## config.mk

```make
export PLATFORM = sky130hd
export DESIGN_NAME = breakpoint_match_table_unit
export DESIGN_NICKNAME = d
export VERILOG_FILES = /design/src/design/bpmt_pkg.sv /design/src/design/bpmt_datapath.sv /design/src/design/bpmt_ctrl.sv /design/src/design/breakpoint_match_table_unit.sv
export SDC_FILE = /design/constraint.sdc
export NUM_CORES = 2
export LEC_CHECK = 0
export ABC_AREA = 1
export CORE_AREA = 2 2 341 343
export CTS_BUF_LIST = sky130_fd_sc_hd__clkbuf_16
export DETAILED_ROUTE_END_ITERATION = 8
export DIE_AREA = 0 0 343 345
export DONT_BUFFER_PORTS = 1
export PLACE_DENSITY_LB_ADDON = 0.12
export SETUP_SLACK_MARGIN = 0.3
export SLEW_MARGIN = 30
export SYNTH_ARGS = -nofsm -noshare
export SYNTH_HDL_FRONTEND = slang
export SYNTH_SLANG_ARGS = --single-unit
```

## constraint.sdc

```tcl
create_clock -name clk -period 11.6 [get_ports clk]
set_clock_uncertainty 0.1 [all_clocks]
set_input_delay 0.58 -clock clk [delete_from_list [all_inputs] [get_ports clk]]
set_output_delay 0.58 -clock clk [all_outputs]
set_load 0.03 [all_outputs]
```

## src/design/bpmt_pkg.sv

```systemverilog
// Breakpoint match table: shared types and codes.
// Request/response beat structs, controller/datapath command and status structs.
// No dependencies.
package bpmt_pkg;

    localparam logic [1:0] ACT_INSERT = 2'd0;
    localparam logic [1:0] ACT_REMOVE = 2'd1;
    localparam logic [1:0] ACT_QUERY  = 2'd2;

    localparam logic [2:0] KIND_SW = 3'd0;

    localparam logic [1:0] ST_PASS        = 2'd0;
    localparam logic [1:0] ST_UNSUPPORTED = 2'd1;
    localparam logic [1:0] ST_NOT_FOUND   = 2'd2;
    localparam logic [1:0] ST_FULL        = 2'd3;

    typedef struct packed {
        logic [1:0]  action;
        logic [2:0]  bp_kind;
        logic [63:0] bp_addr;
        logic [31:0] bp_len;
    } req_t;

    typedef struct packed {
        logic       ok;
        logic [1:0] status;
    } rsp_t;

    typedef struct packed {
        logic load;
        logic scan_step;
        logic finish;
        logic out_load;
    } cmd_t;

    typedef struct packed {
        logic unsup;
        logic hit;
        logic last;
    } sts_t;

endpackage

```

## src/design/bpmt_datapath.sv

```systemverilog
// Breakpoint match table datapath: request register, slot memories, valid bits,
// scan read/compare stage and response register.
// Depends on bpmt_pkg.
module bpmt_datapath
    import bpmt_pkg::*;
#(
    parameter int TABLE_DEPTH = 16,
    parameter int ADDR_WIDTH  = 64
)
(
    input  logic clk,
    input  logic rst_n,
    input  req_t req,
    input  cmd_t cmd,
    output sts_t sts,
    output rsp_t rsp
);

    localparam int IDX_W = (TABLE_DEPTH > 1) ? $clog2(TABLE_DEPTH) : 1;
    localparam logic [IDX_W-1:0] LAST_IDX = IDX_W'(TABLE_DEPTH - 1);

    logic [1:0]            act_reg;
    logic [2:0]            kind_reg;
    logic [ADDR_WIDTH-1:0] addr_reg;
    logic [31:0]           len_reg;

    logic [ADDR_WIDTH-1:0] slot_addr_mem [TABLE_DEPTH];
    logic [31:0]           slot_len_mem  [TABLE_DEPTH];
    logic [TABLE_DEPTH-1:0] valid_reg;

    logic [IDX_W-1:0]      rd_idx_reg;
    logic [IDX_W-1:0]      cmp_idx_reg;
    logic [ADDR_WIDTH-1:0] rd_addr_reg;
    logic [31:0]           rd_len_reg;

    logic [1:0] st_reg;
    logic [1:0] st_next;
    rsp_t       rsp_reg;

    logic vbit;
    logic addr_eq;
    logic len_eq;
    logic hit;
    logic unsup;
    logic set_en;
    logic clr_en;

    always_ff @(posedge clk)
    begin
        if (cmd.load)
        begin
            act_reg  <= req.action;
            kind_reg <= req.bp_kind;
            addr_reg <= req.bp_addr[ADDR_WIDTH-1:0];
            len_reg  <= req.bp_len;
        end
    end

    // scan pointer and registered memory read
    always_ff @(posedge clk)
    begin
        if (cmd.load)
        begin
            rd_idx_reg <= '0;
        end
        else if (cmd.scan_step)
        begin
            rd_addr_reg <= slot_addr_mem[rd_idx_reg];
            rd_len_reg  <= slot_len_mem[rd_idx_reg];
            cmp_idx_reg <= rd_idx_reg;
            if (rd_idx_reg != LAST_IDX)
            begin
                rd_idx_reg <= rd_idx_reg + 1'b1;
            end
        end
    end

    always_comb
    begin
        vbit    = valid_reg[cmp_idx_reg];
        addr_eq = (rd_addr_reg == addr_reg);
        len_eq  = (rd_len_reg == len_reg);
        unsup   = (kind_reg != KIND_SW) || !(act_reg inside {ACT_INSERT, ACT_REMOVE, ACT_QUERY});
        case (act_reg)
            ACT_INSERT: hit = !vbit;
            ACT_REMOVE: hit = vbit && addr_eq && len_eq;
            ACT_QUERY:  hit = vbit && addr_eq;
            default:    hit = 1'b0;
        endcase

        if (unsup)
        begin
            st_next = ST_UNSUPPORTED;
        end
        else if (hit)
        begin
            st_next = ST_PASS;
        end
        else if (act_reg == ACT_INSERT)
        begin
            st_next = ST_FULL;
        end
        else
        begin
            st_next = ST_NOT_FOUND;
        end

        set_en = cmd.finish && !unsup && hit && (act_reg == ACT_INSERT);
        clr_en = cmd.finish && !unsup && hit && (act_reg == ACT_REMOVE);
    end

    always_ff @(posedge clk)
    begin
        if (set_en)
        begin
            slot_addr_mem[cmp_idx_reg] <= addr_reg;
            slot_len_mem[cmp_idx_reg]  <= len_reg;
        end
    end

    always_ff @(posedge clk or negedge rst_n)
    begin
        if (!rst_n)
        begin
            valid_reg <= '0;
        end
        else if (set_en)
        begin
            valid_reg[cmp_idx_reg] <= 1'b1;
        end
        else if (clr_en)
        begin
            valid_reg[cmp_idx_reg] <= 1'b0;
        end
    end

    always_ff @(posedge clk)
    begin
        if (cmd.finish)
        begin
            st_reg <= st_next;
        end
        if (cmd.out_load)
        begin
            rsp_reg.ok     <= (st_reg == ST_PASS);
            rsp_reg.status <= st_reg;
        end
    end

    assign sts.unsup = unsup;
    assign sts.hit   = hit;
    assign sts.last  = (cmp_idx_reg == LAST_IDX);
    assign rsp       = rsp_reg;

endmodule

```

## src/design/bpmt_ctrl.sv

```systemverilog
// Breakpoint match table controller: handshake and scan sequencing.
// Drives cmd_t to the datapath, reads sts_t back. Depends on bpmt_pkg.
module bpmt_ctrl
    import bpmt_pkg::*;
(
    input  logic clk,
    input  logic rst_n,
    input  logic req_valid,
    output logic req_ready,
    output logic rsp_valid,
    input  logic rsp_ready,
    input  sts_t sts,
    output cmd_t cmd
);

    localparam logic [1:0] S_IDLE  = 2'd0;
    localparam logic [1:0] S_CHECK = 2'd1;
    localparam logic [1:0] S_SCAN  = 2'd2;
    localparam logic [1:0] S_DONE  = 2'd3;

    logic [1:0] state_reg;
    logic [1:0] state_next;
    logic       rsp_valid_reg;
    logic       rsp_valid_next;

    always_comb
    begin
        cmd        = '0;
        state_next = state_reg;
        case (state_reg)
            S_IDLE:
            begin
                if (req_valid)
                begin
                    cmd.load   = 1'b1;
                    state_next = S_CHECK;
                end
            end
            S_CHECK:
            begin
                if (sts.unsup)
                begin
                    cmd.finish = 1'b1;
                    state_next = S_DONE;
                end
                else
                begin
                    cmd.scan_step = 1'b1;
                    state_next    = S_SCAN;
                end
            end
            S_SCAN:
            begin
                if (sts.hit || sts.last)
                begin
                    cmd.finish = 1'b1;
                    state_next = S_DONE;
                end
                else
                begin
                    cmd.scan_step = 1'b1;
                end
            end
            S_DONE:
            begin
                if (!rsp_valid_reg || rsp_ready)
                begin
                    cmd.out_load = 1'b1;
                    state_next   = S_IDLE;
                end
            end
            default:
            begin
                state_next = S_IDLE;
            end
        endcase

        if (cmd.out_load)
        begin
            rsp_valid_next = 1'b1;
        end
        else if (rsp_ready)
        begin
            rsp_valid_next = 1'b0;
        end
        else
        begin
            rsp_valid_next = rsp_valid_reg;
        end
    end

    always_ff @(posedge clk or negedge rst_n)
    begin
        if (!rst_n)
        begin
            state_reg     <= S_IDLE;
            rsp_valid_reg <= 1'b0;
        end
        else
        begin
            state_reg     <= state_next;
            rsp_valid_reg <= rsp_valid_next;
        end
    end

    assign req_ready = (state_reg == S_IDLE);
    assign rsp_valid = rsp_valid_reg;

endmodule

```

## src/design/breakpoint_match_table_unit.sv

```systemverilog
// Breakpoint match table top level: controller plus datapath.
// Depends on bpmt_pkg, bpmt_ctrl, bpmt_datapath.
//
// Request channel req/req_valid/req_ready carries one beat per operation:
// insert, remove (address and length must match) or query (address only),
// software kind only. Response channel rsp/rsp_valid/rsp_ready returns exactly
// one beat per request with ok and status.
// An unsupported kind or action is answered without a scan; any other request
// is answered once a slot decides the outcome or the whole table is scanned
// without a hit. The scan reads one slot per cycle from the slot memories and
// compares it in the following cycle. One request is in flight at a time;
// req_ready rises together with rsp_valid when the response is loaded, so no new
// request is accepted until the previous request's response has been loaded.
// If the receiver stalls, the response holds in its output register and the
// block accepts the next request; that request's result then waits until the
// held beat is taken.
// Reset empties the table (all valid bits clear) and drops any pending beat;
// the block is ready in the first cycle after reset.
module breakpoint_match_table_unit
    import bpmt_pkg::*;
#(
    parameter int TABLE_DEPTH = 16,
    parameter int ADDR_WIDTH  = 64
)
(
    input  logic clk,
    input  logic rst_n,
    input  logic req_valid,
    output logic req_ready,
    input  req_t req,
    output logic rsp_valid,
    input  logic rsp_ready,
    output rsp_t rsp
);

    cmd_t cmd;
    sts_t sts;

    bpmt_ctrl u_ctrl
    (
        .clk       (clk),
        .rst_n     (rst_n),
        .req_valid (req_valid),
        .req_ready (req_ready),
        .rsp_valid (rsp_valid),
        .rsp_ready (rsp_ready),
        .sts       (sts),
        .cmd       (cmd)
    );

    bpmt_datapath #(
        .TABLE_DEPTH (TABLE_DEPTH),
        .ADDR_WIDTH  (ADDR_WIDTH)
    ) u_datapath
    (
        .clk   (clk),
        .rst_n (rst_n),
        .req   (req),
        .cmd   (cmd),
        .sts   (sts),
        .rsp   (rsp)
    );

endmodule
```

After elaboration in Yosys (flattened, before gate mapping)
Memories as Yosys holds them, arrays and structs flattened. A register that Yosys moved wholly into a read port is not among the register bits.
Index checks and enable logic that the tools add are counted.
Word-level totals
  bits in writable memories: 1536
  register bits after elaboration: 133
  output and inout bits: 5
  memories: 2
  bits of input ports: 105
  logic and storage cells: 86
Memories
  u_datapath.slot_addr_mem: depth 16, width 64, read ports 1, clocked after memory_dff 1, wr ports 1, line bpmt_datapath.sv:27  | logic [ADDR_WIDTH-1:0] slot_addr_mem [TABLE_DEPTH];
  u_datapath.slot_len_mem: depth 16, width 32, read ports 1, clocked after memory_dff 1, wr ports 1, line bpmt_datapath.sv:28  | logic [31:0] slot_len_mem [TABLE_DEPTH];
Cells by class
  equal/unequal tests: 12
  $add $sub $neg: 1
  bitwise gates (word level): 4
  muxes and demuxes: 27
  order comparisons: 2
  reductions and logical operators: 25
Operators by type and width (count)
  equality test 64 bit: 1
  equality test 32 bit: 1
  two-way mux 16 bit: 2
  two-way mux 1 bit: 17
  AND 16 bit: 1
  inverter 16 bit: 1
  bitwise OR 16 bit: 1
  one-hot mux 2 bit (4 select lines): 1
  logical AND 1 bit: 7
  equality test 2 bit, second input constant: 3
  logical NOT 2 bit: 3
  two-way mux 2 bit: 3
  nonzero test 3 bit: 2
  < comparator 4 x 5 -> 1 bit, second input constant: 1
  adder 4 x 1 -> 4 bit, second input constant: 1
  binary-select mux 1 bit (select 4 bit): 1
  demux 1 bit (select 4 bit): 1
  equality test 2 x 1 -> 1 bit, second input constant: 2
  equality test 4 bit, second input constant: 1
  >= comparator 4 x 1 -> 1 bit, second input constant: 1
  logical NOT 1 bit: 4
  inequality test 2 x 1 -> 1 bit, second input constant: 2
  inequality test 4 bit, second input constant: 1
  one-hot mux 2 bit (2 select lines): 1
  other kinds (8): 12

Depth between registers and ports, before layout
  word-level depth: 13
  gate-level depth with buffers: 19
  gate-level depth less buffers: 18

Modules after synthesis
From an unflattened synthesis, not the netlist that was laid out.
Second synthesis, totals
  cells, all modules: 4905
  area total of the unflattened synthesis: 68032.7 µm²
By module, submodules not included
  bpmt_datapath: cells an instance 4867, instances 1, area each 67752.5 µm²
  bpmt_ctrl: cells an instance 38, instances 1, area each 280.3 µm²

Worst setup path after synthesis
No wires, ideal clock.
  path type: reg-to-reg
  from: register u_ctrl.state_reg[0]
  to: register u_datapath.cmp_idx_reg[0] (enable)
  cell stages (with the launch flop): 6
  setup slack: 4.129 ns
  data arrival time: 6.811 ns
  setup time: 0.559 ns
  data required time: 10.941 ns
  cell sequence: dfrtp_1 > inv_1 > ha_1 > nand2_1 > inv_1 > nor2_1
RTL lines
  start, declared: line bpmt_ctrl.sv:21  | logic [1:0] state_reg;
  start signal, assigned: line bpmt_ctrl.sv:101  | state_reg <= state_next;
  end signal, assigned: line bpmt_datapath.sv:70  | cmp_idx_reg <= rd_idx_reg;
  end, declared: line bpmt_datapath.sv:32  | logic [IDX_W-1:0] cmp_idx_reg;

Worst setup path in the final report
  from: register u_datapath.addr_reg[46]
  to: memory u_datapath.slot_addr_mem[9][0] (enable)
Between the ends
  longest elaborated chain between the ends: 12
Ends and longest elaborated chain
  start, declared: line bpmt_datapath.sv:24  | logic [ADDR_WIDTH-1:0] addr_reg;
  start signal, assigned: line bpmt_datapath.sv:54  | addr_reg <= req.bp_addr[ADDR_WIDTH-1:0];
  equality test 64 bit (*): line bpmt_datapath.sv:81  | addr_eq = (rd_addr_reg == addr_reg);
  logical AND 1 bit (*): line bpmt_datapath.sv:86, bpmt_datapath.sv:87
  logical AND 1 bit: line bpmt_datapath.sv:86  | ACT_REMOVE: hit = vbit && addr_eq && len_eq;
  one-hot mux 1 bit (3 select lines) (*): line bpmt_datapath.sv:84  | case (act_reg)
  logical OR 1 bit: line bpmt_ctrl.sv:54  | if (sts.hit || sts.last)
  two-way mux 1 bit: line bpmt_ctrl.sv:54
  one-hot mux 2 bit (2 select lines): line bpmt_ctrl.sv:30  | case (state_reg)
  logical AND 1 bit: line bpmt_datapath.sv:108  | set_en = cmd.finish && !unsup && hit && (act_reg == ACT_INSERT);
  logical AND 1 bit (*) (2 in series): line bpmt_datapath.sv:108
  two-way mux 1 bit (*): line bpmt_datapath.sv:114  | if (set_en)
  two-way mux 1 bit (implied by the code) (*): line bpmt_datapath.sv:116  | slot_addr_mem[cmp_idx_reg] <= addr_reg;
  end, declared: line bpmt_datapath.sv:27
Mark *: on every way between the ends. The rest lies on a longest branch, timed or not.

==> impl_metrics.toml <==
[detailed_routing]
wirelength_um = 160000
drt_iter0_drc = 4623
via_per_inst = 6.13
postRouteAntennaNets = 0
post-route-drc-count = 0
vias = 40153
drtPass1Iterations = 6
avgRoutedWirePerCell_um = 24.5

[sta]
setup_tns_ps = 0
fmax_mhz = 181
finalCriticalPeriod_ps = 5520
setup_viol = 0
rsz0062_at_grt = "no"
slew-limit-headroom = 0.319
hold_violations = 0
drv_slew = 0
period_share = 0.476
worst_slack_ps = 6080
tightest_slew_ps = 1020

[place]
post-dp-hpwl_um = 74200
io_buffers = 0
gp_congestion = 0.761
place_ws_ps = 6110
dp.cells = 6120

[setup_path]
worstSetupEndpointType = "register"
cp-startpoint = "u_datapath.addr_reg[46]$_DFFE_PP_"
cp_data_required_time_ps = 11900
r2r_slack_ps = 6080
crit_type = "reg -> reg"
rr_endpoint = "u_datapath.slot_addr_mem[9][0]$_DFFE_PP_"
critPathArrivalTime_ps = 5820
cp-start-kind = "register"
reg2reg_depth = 19
worst_r2r_startpoint = "u_datapath.addr_reg[46]$_DFFE_PP_"
cp_max_fo = 55

[global_routing]
antenna_found_initial = 4
grt_first_pass_wirelength_um = 239000
grt_pass1_vias = 38608
grt_overflow = 0
grt_usage = 0.269
grt_max_degree = 186

[die]
core_um2 = 115000
rows = 125
initial_core_util = 0.595
ioPinCount = 110
die-area_um2 = 118000
die_h_um = 345
die_x_um = 343

[power_and_ir_drop]
p_leak_nw = 25.2
vdd_drop_max_mv = 0.221
p_per_area_nw_per_um2 = 210

[logic_synthesis]
synth-seq-area-share = 0.772
syn-cell-area_um2 = 68500
ys_ff_latch = 1765
yosysWarnings = 0
syn_inst = 4840
syn_nets = 4950
syn_area_per_cell_um2 = 14.2
synthDistinctLibCells = 36

[clocking]
cts_tree = "done"
clock_path_buffers = 3
insertion_delay_ps = 790
cts.sinks = 1765
cts_buffers = 176
cts_resized = 0
h-tree-depth = 4
cts_root_buf = "clkbuf_16"
clk_pin_slew_ps = 60

[finish]
top_regs = "u_datapath.slot_addr_mem x1024, u_datapath.slot_len_mem x512"
finish.utilization = 0.665
syn_to_final_growth_pct = 11.7
largest_reg_flops = 1024
layout.cells.non_filler = 6553
drive_gt1_frac = 0.0665
largest_register = "u_datapath.slot_addr_mem"
final_common_cell = "edfxtp_1"
fin_nets = 4993
final_cell_mix = "1742 x edfxtp_1, 960 x nor2_1, 433 x nand2_1"

[hold_path]
min_path_type = "in -> async"

[flow_run]
drv_cap = 0

[outcome]
outcome = "finished, final reports clean"
[routing by layer]
metal / vias up / wire, um / track usage
met5: - / 12 / 0
met4: 2 / 3690 / 0.0715
met3: 262 / 10300 / 0.0407
met2: 1537 / 79500 / 0.447
met1: 20175 / 66900 / 0.375
li1: 18177 / - / -
[power breakdown]
part	switching [mW]	internal [mW]
Sequential	0.364	7.52
Combinational	1.88	0.899
Clock	2.35	3.08
Total	4.59	11.5
[through the flow]
step | power (mW) | hold WS, ps | instance area [um^2]
after floorplan | 9.90 | 184 | 68500
after global placement | 10.7 | 185 | 69800
after detailed placement | 10.7 | 185 | 69800
after CTS | 16.1 | 272 | 76400
after global routing | 16.7 | 248 | 76500
final | 16.1 | 241 | 76500
[how the worst max path moves through the flow]
| stage | cells past startpoint | endpoint |
|---|---|---|
| floorplan | 5 | u_datapath.cmp_idx_reg[0]$_DFFE_PP_ |
| global placement | 19 | u_datapath.slot_addr_mem[6][43]$_DFFE_PP_ |
| detailed placement | 19 | u_datapath.slot_addr_mem[6][33]$_DFFE_PP_ |
| CTS | 19 | u_datapath.slot_addr_mem[6][43]$_DFFE_PP_ |
| global route | 19 | u_datapath.slot_addr_mem[6][46]$_DFFE_PP_ |
| finish | 19 | u_datapath.slot_addr_mem[9][0]$_DFFE_PP_ |
[final cells by class]
class,count,area (um^2)
Antenna cell,5,12.5
Clock buffer,177,4430
Clock inverter,142,1090
Fill cell,8056,38600
Inverter,156,691
Multi-Input combinational cell,2624,13900
Sequential cell,1765,52900
Tap cell,1524,1910
Timing Repair Buffer,160,1600
[Yosys cell counts, drive strengths merged]
cell type  instances  area (um^2)
nand2            434         1640
o31ai              1         7.51
a211oi             1         7.51
clkinv             3         11.3
ha                 5         62.6
nand4              9         56.3
edfxtp          1742        52300
o32ai            230         2010
dfrtp             19          475
o21ai            412         2070
a21oi              5         25.0
nor2             966         3670
nor3               6         30.0
inv              153          574
and2               1         6.26
o221ai           155         1360
xor2              22          193
clkbuf           248          931
o22ai              5         31.3
nand3            175          881
dfxtp              4         80.1
buf               47          218
o211ai            38          285
xnor2              5         43.8
mux2i            154         1540
[worst max-delay path, stage by stage, from the launching register on]
cell	delay, ps
edfxtp_1	710
inv_1	80
nand2_1	70
nand2_1	50
nor2_1	160
nand2_1	90
nor2_1	260
nand2_1	250
nor2_1	150
nand2_1	200
nor2_1	150
nand2_1	80
nand3_1	130
nand2_1	80
nand2_1	80
nand3_2	410
nor2_8	250
nand3_1	190
inv_6	710
buf_4	820
[kinds of logic (layout without fill, tap and decap cells)]
| group | count (synthesis) | count (layout) | synth area share |
|---|---|---|---|
| other | 0 | 5 | 0 |
| adder cells (fa/ha/maj) | 5 | 5 | 0.000913 |
| multiplexers | 154 | 154 | 0.0225 |
| AND/OR/NAND/NOR | 1591 | 1591 | 0.0916 |
| buffers and inverters | 451 | 635 | 0.0253 |
| AO/OA/AOI/OAI | 847 | 847 | 0.0846 |
| flip-flops | 1765 | 1765 | 0.772 |
| XOR/XNOR | 27 | 27 | 0.00345 |
[timing repair]
action | 4_1_cts | 5_1_grt
hold endpoints to repair | 127 | 19
buffers inserted | 0 | 0
hold buffers | 104 | 1
(Power assumes the default switching activity.)
